$ cat config.mk
export PLATFORM = sky130hd
export DESIGN_NAME = opaque_span_extractor
export DESIGN_NICKNAME = d
export VERILOG_FILES = /design/src/rtl/ose_pkg.sv /design/src/rtl/ose_front.sv /design/src/rtl/ose_queue.sv /design/src/rtl/ose_back.sv /design/src/rtl/opaque_span_extractor.sv
export SDC_FILE = /design/constraint.sdc
export NUM_CORES = 1
export LEC_CHECK = 0
export BUFFER_PORTS_ARGS = -buffer_cell sky130_fd_sc_hd__buf_2
export CORE_MARGIN = 2
export CORE_UTILIZATION = 54
export DETAILED_ROUTE_END_ITERATION = 10
export GPL_ROUTABILITY_DRIVEN = 0
export PLACE_DENSITY = 0.84
export SYNTH_ARGS = -nofsm -noshare
export SYNTH_HDL_FRONTEND = slang
export SYNTH_SLANG_ARGS = --single-unit
$ cat constraint.sdc
create_clock -name aclk -period 3.95 [get_ports aclk]
set_clock_uncertainty 0.05 [all_clocks]
set_input_delay 0.395 -clock aclk [delete_from_list [all_inputs] [get_ports aclk]]
set_output_delay 0.395 -clock aclk [all_outputs]
set_load 0.005 [all_outputs]
$ cat src/rtl/ose_pkg.sv
// Shared types and constants for the opaque span extractor.
// No dependencies; the front, queue, back and top level import it.
package ose_pkg;

    localparam int DEFAULT_MAX_WIDTH  = 2048;
    localparam int DEFAULT_MAX_HEIGHT = 2048;

    localparam logic [31:0] KEYED_PIXEL = 32'h00FF_FFFF;
    localparam logic [7:0]  ALPHA_FULL  = 8'hFF;
    localparam logic [7:0]  ALPHA_ZERO  = 8'h00;

    // configuration register indexes
    localparam logic [1:0] CFG_IMAGE_WIDTH  = 2'd0;
    localparam logic [1:0] CFG_IMAGE_HEIGHT = 2'd1;
    localparam logic [1:0] CFG_COLOR_KEY    = 2'd2;
    localparam logic [1:0] CFG_KEY_ENABLE   = 2'd3;

    localparam int CFG_INDEX_W = 2;
    localparam int CFG_DATA_W  = 32;
    localparam int DIM_W       = 12;

    localparam int PIXEL_W    = 32;
    localparam int SPAN_COL_W = 11;
    localparam int SPAN_ROW_W = 11;
    localparam int SPAN_LEN_W = 12;

    // pixel, span_col, span_row, span_len, binary_alpha, padded to bytes
    localparam int M_FIELDS_W = PIXEL_W + SPAN_COL_W + SPAN_ROW_W + SPAN_LEN_W + 1;
    localparam int M_TDATA_W  = ((M_FIELDS_W + 7) / 8) * 8;
    localparam int M_PAD_W    = M_TDATA_W - M_FIELDS_W;

    localparam int QUEUE_DEPTH = 2;
    localparam int QPTR_W      = (QUEUE_DEPTH > 1) ? $clog2(QUEUE_DEPTH) : 1;
    localparam int QLVL_W      = $clog2(QUEUE_DEPTH + 1);

    // one classified pixel between front and back
    typedef struct packed {
        logic [PIXEL_W-1:0] pixel;
        logic               alpha_zero;
        logic               alpha_nonbin;
    } entry_t;

endpackage

$ cat src/rtl/ose_front.sv
// Front stage: color-key replacement and alpha classification of each pixel.
// Depends on ose_pkg; feeds ose_queue.
module ose_front (
    input  logic                   aclk,
    input  logic                   aresetn,
    input  logic                   s_valid,
    output logic                   s_ready,
    input  logic [31:0]            s_pixel,
    input  logic                   key_enable,
    input  logic [31:0]            color_key,
    output logic                   q_push,
    output ose_pkg::entry_t        q_entry,
    input  logic                   q_full
);
    import ose_pkg::*;

    logic   valid_reg;
    logic   valid_next;
    entry_t entry_reg;
    entry_t entry_next;
    logic [PIXEL_W-1:0] keyed;
    logic [7:0]         alpha;
    logic               advance;

    always_comb begin
        keyed = (key_enable && (s_pixel == color_key)) ? KEYED_PIXEL : s_pixel;
        alpha = keyed[31:24];
        entry_next.pixel        = keyed;
        entry_next.alpha_zero   = (alpha == ALPHA_ZERO);
        entry_next.alpha_nonbin = (alpha != ALPHA_ZERO) && (alpha != ALPHA_FULL);
    end

    assign q_push  = valid_reg && !q_full;
    assign advance = !valid_reg || !q_full;
    assign s_ready = advance;
    assign q_entry = entry_reg;

    always_comb begin
        valid_next = valid_reg;
        if (advance) begin
            valid_next = s_valid;
        end
    end

    always_ff @(posedge aclk) begin
        if (!aresetn) begin
            valid_reg <= 1'b0;
        end else begin
            valid_reg <= valid_next;
        end
    end

    always_ff @(posedge aclk) begin
        if (advance && s_valid) begin
            entry_reg <= entry_next;
        end
    end

endmodule

$ cat src/rtl/ose_queue.sv
// Short queue of classified pixels between front and back.
// Depends on ose_pkg.
module ose_queue (
    input  logic                        aclk,
    input  logic                        aresetn,
    input  logic                        push,
    input  ose_pkg::entry_t             push_entry,
    output logic                        full,
    input  logic                        pop,
    output ose_pkg::entry_t             pop_entry,
    output logic                        not_empty,
    output logic [ose_pkg::QLVL_W-1:0]  level
);
    import ose_pkg::*;

    entry_t             mem [QUEUE_DEPTH];
    logic [QPTR_W-1:0]  wr_ptr_reg;
    logic [QPTR_W-1:0]  wr_ptr_next;
    logic [QPTR_W-1:0]  rd_ptr_reg;
    logic [QPTR_W-1:0]  rd_ptr_next;
    logic [QLVL_W-1:0]  level_reg;
    logic [QLVL_W-1:0]  level_next;

    function automatic logic [QPTR_W-1:0] ptr_inc(input logic [QPTR_W-1:0] p);
        logic [QPTR_W-1:0] r;
        if (QLVL_W'(p) == QLVL_W'(QUEUE_DEPTH - 1)) begin
            r = '0;
        end else begin
            r = p + 1'b1;
        end
        return r;
    endfunction

    assign full      = (level_reg == QLVL_W'(QUEUE_DEPTH));
    assign not_empty = (level_reg != '0);
    assign level     = level_reg;
    assign pop_entry = mem[rd_ptr_reg];

    always_comb begin
        wr_ptr_next = push ? ptr_inc(wr_ptr_reg) : wr_ptr_reg;
        rd_ptr_next = pop ? ptr_inc(rd_ptr_reg) : rd_ptr_reg;
        level_next  = level_reg;
        if (push && !pop) begin
            level_next = level_reg + 1'b1;
        end else if (pop && !push) begin
            level_next = level_reg - 1'b1;
        end
    end

    always_ff @(posedge aclk) begin
        if (!aresetn) begin
            wr_ptr_reg <= '0;
            rd_ptr_reg <= '0;
            level_reg  <= '0;
        end else begin
            wr_ptr_reg <= wr_ptr_next;
            rd_ptr_reg <= rd_ptr_next;
            level_reg  <= level_next;
        end
    end

    always_ff @(posedge aclk) begin
        if (push) begin
            mem[wr_ptr_reg] <= push_entry;
        end
    end

endmodule

$ cat src/rtl/ose_back.sv
// Back stage: row/column tracking, opaque run detection and span reporting,
// with the output register. Depends on ose_pkg; pulls from ose_queue.
module ose_back #(
    parameter  int MAX_WIDTH  = ose_pkg::DEFAULT_MAX_WIDTH,
    parameter  int MAX_HEIGHT = ose_pkg::DEFAULT_MAX_HEIGHT,
    localparam int CW         = $clog2(MAX_WIDTH),
    localparam int RW         = (MAX_HEIGHT > 1) ? $clog2(MAX_HEIGHT) : 1
) (
    input  logic                            aclk,
    input  logic                            aresetn,
    input  logic                            q_valid,
    input  ose_pkg::entry_t                 q_entry,
    output logic                            q_pop,
    input  logic [CW-1:0]                   last_col,
    input  logic [RW-1:0]                   last_row,
    output logic                            m_tvalid,
    input  logic                            m_tready,
    output logic [ose_pkg::M_TDATA_W-1:0]   m_tdata,
    output logic                            m_tlast,
    output logic                            m_tuser
);
    import ose_pkg::*;

    logic [CW-1:0] col_reg;
    logic [CW-1:0] col_next;
    logic [RW-1:0] row_reg;
    logic [RW-1:0] row_next;
    logic          run_open_reg;
    logic          run_open_next;
    logic [CW-1:0] run_start_reg;
    logic [CW-1:0] run_start_next;
    logic          all_bin_reg;
    logic          all_bin_next;
    logic          m_valid_reg;
    logic          m_valid_next;

    logic [M_TDATA_W-1:0] tdata_reg;
    logic [M_TDATA_W-1:0] tdata_next;
    logic                 tlast_reg;
    logic                 tlast_next;
    logic                 tuser_reg;
    logic                 tuser_next;

    logic          close_zero;
    logic          open_now;
    logic          run_open_mid;
    logic [CW-1:0] start_mid;
    logic          row_end;
    logic          is_last_row;
    logic          close_end;
    logic          span;
    logic          done;
    logic [CW:0]   len_w;
    logic [SPAN_COL_W-1:0] span_col;
    logic [SPAN_ROW_W-1:0] span_row;
    logic [SPAN_LEN_W-1:0] span_len;

    assign q_pop = q_valid && (!m_valid_reg || m_tready);

    always_comb begin
        all_bin_next = all_bin_reg && !q_entry.alpha_nonbin;
        close_zero   = q_entry.alpha_zero && run_open_reg;
        open_now     = !q_entry.alpha_zero && !run_open_reg;
        run_open_mid = close_zero ? 1'b0 : (open_now ? 1'b1 : run_open_reg);
        start_mid    = open_now ? col_reg : run_start_reg;
        row_end      = (col_reg >= last_col);
        is_last_row  = (row_reg >= last_row);
        close_end    = row_end && run_open_mid;
        span         = close_zero || close_end;
        done         = row_end && is_last_row;
        // a run closed at the row end includes the current pixel
        len_w        = {1'b0, col_reg} - {1'b0, start_mid} + (CW + 1)'(close_end);
        span_col     = span ? SPAN_COL_W'(start_mid) : '0;
        span_row     = span ? SPAN_ROW_W'(row_reg) : '0;
        span_len     = span ? SPAN_LEN_W'(len_w) : '0;

        tdata_next = {{M_PAD_W{1'b0}}, all_bin_next, span_len, span_row, span_col,
                      q_entry.pixel};
        tlast_next = done;
        tuser_next = span;

        col_next       = col_reg;
        row_next       = row_reg;
        run_open_next  = run_open_reg;
        run_start_next = run_start_reg;
        if (q_pop) begin
            run_open_next  = run_open_mid && !close_end;
            run_start_next = start_mid;
            if (done) begin
                col_next       = '0;
                row_next       = '0;
                run_open_next  = 1'b0;
                run_start_next = '0;
            end else if (row_end) begin
                col_next = '0;
                row_next = row_reg + 1'b1;
            end else begin
                col_next = col_reg + 1'b1;
            end
        end

        m_valid_next = m_valid_reg;
        if (q_pop) begin
            m_valid_next = 1'b1;
        end else if (m_tready) begin
            m_valid_next = 1'b0;
        end
    end

    always_ff @(posedge aclk) begin
        if (!aresetn) begin
            col_reg       <= '0;
            row_reg       <= '0;
            run_open_reg  <= 1'b0;
            run_start_reg <= '0;
            all_bin_reg   <= 1'b1;
            m_valid_reg   <= 1'b0;
        end else begin
            col_reg       <= col_next;
            row_reg       <= row_next;
            run_open_reg  <= run_open_next;
            run_start_reg <= run_start_next;
            if (q_pop) begin
                all_bin_reg <= done ? 1'b1 : all_bin_next;
            end
            m_valid_reg   <= m_valid_next;
        end
    end

    always_ff @(posedge aclk) begin
        if (q_pop) begin
            tdata_reg <= tdata_next;
            tlast_reg <= tlast_next;
            tuser_reg <= tuser_next;
        end
    end

    assign m_tvalid = m_valid_reg;
    assign m_tdata  = tdata_reg;
    assign m_tlast  = tlast_reg;
    assign m_tuser  = tuser_reg;

endmodule

$ cat src/rtl/opaque_span_extractor.sv
// Opaque span extractor: color keying, opaque run detection, span reporting.
// Each input beat passes the front register, the queue and the back output register;
// sustains one pixel per cycle while m_tready is high.
// While a result waits at the output, the queue and front register take up to
// three more beats, then s_tready drops.
// aresetn is synchronous; reset loads width 1, height 1, key 0, keying off.
// Depends on ose_pkg, ose_front, ose_queue, ose_back.
module opaque_span_extractor #(
    parameter int MAX_WIDTH  = ose_pkg::DEFAULT_MAX_WIDTH,
    parameter int MAX_HEIGHT = ose_pkg::DEFAULT_MAX_HEIGHT
) (
    input  logic                              aclk,
    input  logic                              aresetn,
    input  logic                              s_tvalid,
    output logic                              s_tready,
    input  logic [31:0]                       s_tdata,   // [31:0] pixel_in
    output logic                              m_tvalid,
    input  logic                              m_tready,
    // [31:0] pixel_out, [42:32] span_col, [53:43] span_row, [65:54] span_len,
    // [66] binary_alpha, rest zero
    output logic [ose_pkg::M_TDATA_W-1:0]     m_tdata,
    output logic                              m_tlast,   // image_done
    output logic                              m_tuser,   // [0] span_valid
    input  logic                              cfg_we,
    input  logic [ose_pkg::CFG_INDEX_W-1:0]   cfg_index,
    input  logic [ose_pkg::CFG_DATA_W-1:0]    cfg_wdata
);
    import ose_pkg::*;

    localparam int CW = $clog2(MAX_WIDTH);
    localparam int RW = (MAX_HEIGHT > 1) ? $clog2(MAX_HEIGHT) : 1;

    logic [DIM_W-1:0] width_reg;
    logic [DIM_W-1:0] height_reg;
    logic [31:0]      color_key_reg;
    logic             key_enable_reg;
    logic [CW-1:0]    last_col_reg;
    logic [CW-1:0]    last_col_next;
    logic [RW-1:0]    last_row_reg;
    logic [RW-1:0]    last_row_next;

    logic              q_push;
    logic              q_full;
    logic              q_pop;
    logic              q_not_empty;
    logic [QLVL_W-1:0] q_level;
    entry_t            front_entry;
    entry_t            back_entry;

    always_ff @(posedge aclk) begin
        if (!aresetn) begin
            width_reg      <= DIM_W'(1);
            height_reg     <= DIM_W'(1);
            color_key_reg  <= '0;
            key_enable_reg <= 1'b0;
        end else if (cfg_we) begin
            unique case (cfg_index)
                CFG_IMAGE_WIDTH:  width_reg      <= cfg_wdata[DIM_W-1:0];
                CFG_IMAGE_HEIGHT: height_reg     <= cfg_wdata[DIM_W-1:0];
                CFG_COLOR_KEY:    color_key_reg  <= cfg_wdata[31:0];
                CFG_KEY_ENABLE:   key_enable_reg <= cfg_wdata[0];
                default: ;
            endcase
        end
    end

    // clamped dimensions minus one, registered from the configuration registers
    always_comb begin
        if (width_reg == '0) begin
            last_col_next = '0;
        end else if (32'(width_reg) > 32'(MAX_WIDTH)) begin
            last_col_next = CW'(MAX_WIDTH - 1);
        end else begin
            last_col_next = CW'(width_reg - 1'b1);
        end
        if (height_reg == '0) begin
            last_row_next = '0;
        end else if (32'(height_reg) > 32'(MAX_HEIGHT)) begin
            last_row_next = RW'(MAX_HEIGHT - 1);
        end else begin
            last_row_next = RW'(height_reg - 1'b1);
        end
    end

    always_ff @(posedge aclk) begin
        if (!aresetn) begin
            last_col_reg <= '0;
            last_row_reg <= '0;
        end else begin
            last_col_reg <= last_col_next;
            last_row_reg <= last_row_next;
        end
    end

    ose_front u_front (
        .aclk       (aclk),
        .aresetn    (aresetn),
        .s_valid    (s_tvalid),
        .s_ready    (s_tready),
        .s_pixel    (s_tdata),
        .key_enable (key_enable_reg),
        .color_key  (color_key_reg),
        .q_push     (q_push),
        .q_entry    (front_entry),
        .q_full     (q_full)
    );

    ose_queue u_queue (
        .aclk       (aclk),
        .aresetn    (aresetn),
        .push       (q_push),
        .push_entry (front_entry),
        .full       (q_full),
        .pop        (q_pop),
        .pop_entry  (back_entry),
        .not_empty  (q_not_empty),
        .level      (q_level)
    );

    ose_back #(
        .MAX_WIDTH  (MAX_WIDTH),
        .MAX_HEIGHT (MAX_HEIGHT)
    ) u_back (
        .aclk     (aclk),
        .aresetn  (aresetn),
        .q_valid  (q_not_empty),
        .q_entry  (back_entry),
        .q_pop    (q_pop),
        .last_col (last_col_reg),
        .last_row (last_row_reg),
        .m_tvalid (m_tvalid),
        .m_tready (m_tready),
        .m_tdata  (m_tdata),
        .m_tlast  (m_tlast),
        .m_tuser  (m_tuser)
    );

    // queue never overfills
    assert property (@(posedge aclk) disable iff (!aresetn)
        q_level <= QLVL_W'(QUEUE_DEPTH))
        else $error("queue level above depth");

    // beats without span_valid leave the span fields clear
    assert property (@(posedge aclk) disable iff (!aresetn)
        (m_tvalid && !m_tuser) |-> (m_tdata[65:32] == '0))
        else $error("span fields set without span");

    // a reported span always covers at least one pixel
    assert property (@(posedge aclk) disable iff (!aresetn)
        (m_tvalid && m_tuser) |-> (m_tdata[65:54] != '0))
        else $error("empty span reported");

    // a pop only happens when the queue holds an entry
    assert property (@(posedge aclk) disable iff (!aresetn)
        q_pop |-> (q_level != '0))
        else $error("pop from empty queue");

endmodule
==> impl_metrics.env <==
export IMPL_area_delta_synth_final_pct=15.40
export IMPL_synth_ff_type="edfxtp_1"
export IMPL_crit_chain="mux2i_1 -> and2b_1 -> buf_4 -> mux2i_1 -> ha_1 -> ha_1 -> a21oi_1 -> o211ai_1 -> o211ai_1 -> nor3_1 -> a31oi_1 -> o2111a_1"
export IMPL_min_period_over_period=0.8854
export IMPL_drtIter0Drc=711
export IMPL_clock_sinks=292
export IMPL_finalSetupViolCount=0
export IMPL_holdCritPathClass="in2reg"
export IMPL_drv_slew=0
export IMPL_postCtsSetupBuffers=0
export IMPL_fmax_mhz=285.9
export IMPL_cts_buffers=29
export IMPL_nets=1332
export IMPL_yosys_warnings=0
export IMPL_utilization=0.6313
export IMPL_routedWlPerCell_um=17.06
export IMPL_seqCellArea_sq_um=7557
export IMPL_core_sq_um=22570
export IMPL_die_h_um=155.2
export IMPL_largest_reg_flops=68
export IMPL_setup_tns_final_ns=0
export IMPL_syn_inst=1067
export IMPL_clkTransAtPathRegs_ns=0.06
export IMPL_power_density_nw_per_um2=580.2
export IMPL_holdBufCountCts=0
export IMPL_worstPathRequired_ns=4.32
export IMPL_top_register="u_queue.mem"
export IMPL_die_w_um=155.2
export IMPL_multi_input_area_sq_um=4462
export IMPL_r2r_cells=12
export IMPL_routed_via_density=5.423
export IMPL_dieArea_sq_um=24090
export IMPL_r2r_slack_ns=0.45
export IMPL_post_route_cell_area_sq_um=14250
export IMPL_worst_pin_slew_ns=1.166
export IMPL_start_kind="flip-flop"
export IMPL_reg2reg_to="u_back.m_tdata[65]"
export IMPL_worstHoldPathCells=3
export IMPL_wirelength_um=25930
export IMPL_cpMaxStageDelayCell="o211ai_1"
export IMPL_async_flop_share=0
export IMPL_max_stage_delay_ns=0.42
export IMPL_total_power_w=0.008268
export IMPL_grt_max_degree=57
export IMPL_rsz0062_at_grt="false"
export IMPL_ir_drop_mv=0.3944
export IMPL_crit_type="reg2reg"
export IMPL_synth_seq_area_share=0.6121
export IMPL_max_slew_margin=0.2217
export IMPL_start_util=0.5470
export IMPL_num_rows=55
export IMPL_status="completed"
export IMPL_ctsLongestPathBuffers=3
export IMPL_drcViolationCount=0
export IMPL_port_buffers=141
export IMPL_place_area_sq_um=13300
export IMPL_antenna_found_initial=1
export IMPL_htree_levels=1
export IMPL_min_to="color_key_reg[12]"
export IMPL_dp_hpwl_um=18060
export IMPL_finalHoldViolCount=0
export IMPL_cp_arrival_ns=3.86
export IMPL_cts_resized=0
export IMPL_cp_end_kind="flip-flop"
export IMPL_ant_nets=0
export IMPL_grt_pass1_wl_um=41660
export IMPL_vias=8243
export IMPL_io_pins=147
export IMPL_synth_seq_cells=292
export IMPL_drive_gt1_frac=0.2050
export IMPL_drt_first_pass_iters=6
export IMPL_grt_pass1_vias=8132
export IMPL_crit_fanout=10
export IMPL_syn_area_sq_um=12350
export IMPL_overflow=0
export IMPL_fin_crit_ns=3.497
export IMPL_grtUsageTotal=0.2152
export IMPL_tritoncts="built"
export IMPL_synth_cell_types=66
export IMPL_cap_violations=0
export IMPL_p_leak_nw=5.382
export IMPL_nFillCells=1714
export IMPL_syn_area_per_cell_sq_um=11.57
export IMPL_clkLatencyLatePin_ns=0.55
export IMPL_worstHoldStart="cfg_wdata[12]"
export IMPL_cts_root_buffer="clkbuf_16"
export IMPL_synth_edff_count=171
[cell type report]
type,count,share of cell area
diodes,1,0.0001756
clock buffers,46,0.06050
clock inverters,8,0.005796
inverters,38,0.01019
multi-input cells,699,0.3131
flip-flops and latches,292,0.5304
well taps,285,0.02503
repair buffers,151,0.05479
[report_power, final]
part / internal [W] / switching [W]
Sequential: 0.00381 / 0.000150
Combinational: 0.000634 / 0.00101
Clock: 0.00157 / 0.00111
Total: 0.00601 / 0.00226
[cells by family after synthesis]
logic type,count (synthesis),share of synthesized area
compound gates,158,0.07560
xor+xnor,71,0.05036
fa+ha+maj,50,0.05128
buf+inv,80,0.02817
flops,292,0.6121
mux,46,0.04054
other cells,1,0.0003037
simple gates,369,0.1417
[stage by stage]
step / instances / setup slack, ns / hold slack [ns]
global route: 1520 / 0.1563 / 0.03679
global placement: 1465 / 0.6322 / 0.3733
floorplan: 1071 / 0.5634 / 0.3715
CTS: 1519 / 0.4763 / 0.01657
finish: 1520 / 0.4529 / 0.03594
detailed placement: 1465 / 0.4837 / 0.3842
[synthesized netlist by cell type (3+ instances only)]
| library cell | number | share of area |
|---|---|---|
| a21o_1 | 4 | 0.0024 |
| a21oi_1 | 95 | 0.039 |
| a31oi_1 | 4 | 0.0020 |
| and2_1 | 20 | 0.010 |
| and3_1 | 7 | 0.0035 |
| and4_1 | 3 | 0.0021 |
| buf_2 | 6 | 0.0024 |
| buf_4 | 8 | 0.0049 |
| clkbuf_1 | 26 | 0.0079 |
| dfxtp_1 | 121 | 0.20 |
| edfxtp_1 | 171 | 0.42 |
| ha_1 | 49 | 0.050 |
| inv_1 | 35 | 0.011 |
| mux2_2 | 32 | 0.029 |
| mux2i_1 | 14 | 0.011 |
| nand2_1 | 156 | 0.047 |
| nand2b_1 | 26 | 0.013 |
| nand3_1 | 16 | 0.0065 |
| nand3b_1 | 6 | 0.0036 |
| nand4_1 | 16 | 0.0081 |
| nor2_1 | 70 | 0.021 |
| nor2b_1 | 5 | 0.0025 |
| nor3_1 | 12 | 0.0049 |
| nor4_1 | 4 | 0.0020 |
| o211ai_1 | 5 | 0.0030 |
| o21ai_0 | 15 | 0.0061 |
| o21ai_1 | 11 | 0.0045 |
| or2_2 | 3 | 0.0015 |
| or3_1 | 12 | 0.0061 |
| xnor2_1 | 48 | 0.034 |
| xor2_1 | 23 | 0.016 |
[routing by layer]
metal,up-vias,track usage,routed length (um)
li1,4022,-,-
met1,3874,0.3077,11510
met2,301,0.3424,11970
met3,46,0.03844,1894
met4,0,0.05810,559
met5,-,0,0
[worst max-delay path by stage]
stage / endpoint / cells past startpoint / slack, ns
floorplan: u_back.m_tdata[62] / 17 / 0.56
finish: u_back.m_tdata[65] / 12 / 0.45
global placement: u_back.m_tdata[64] / 12 / 0.63
CTS: u_back.m_tdata[64] / 15 / 0.48
global route: u_back.m_tdata[62] / 15 / 0.16
detailed placement: u_back.m_tdata[64] / 15 / 0.48
[layout by cell type, fill, tap and decap left out, types with 3 or more instances in the layout]
cell       synthesis  final
nor3_1            12     12
inv_1             35     35
clkbuf_1          26      8
buf_2              6    141
buf_4              8     10
or3_1             12     12
mux2_2            32     32
and4_1             3      3
and3_1             7      7
xnor2_1           48     48
nand2_1          156    156
o21ai_0           15     15
xor2_1            23     23
nand3b_1           6      6
or2_2              3      3
nor4_1             4      4
edfxtp_1         171    171
nor2b_1            5      5
nand3_1           16     16
clkbuf_16          0     29
nor2_2             2      4
o21ai_1           11     11
clkinv_2           0      4
dfxtp_1          121    121
nand2b_1          26     26
o211ai_1           5      5
conb_1             1      5
a31oi_1            4      4
ha_1              49     49
clkbuf_8           0      7
mux2i_1           14     14
and2_1            20     20
a21oi_1           95     95
a21o_1             4      4
nor2_1            70     68
nand4_1           16     16
[worst max-delay path: cells and delay by family, from the launching register on]
family | cells | cell delay [ns]
muxes | 2 | 0.68
AOI/OAI and AO/OA | 5 | 1.15
DFF | 1 | 0.34
adders and majority gates | 2 | 0.62
buffers and inverters | 1 | 0.22
and+or+nand+nor | 2 | 0.32
(Power assumes the default switching activity.)
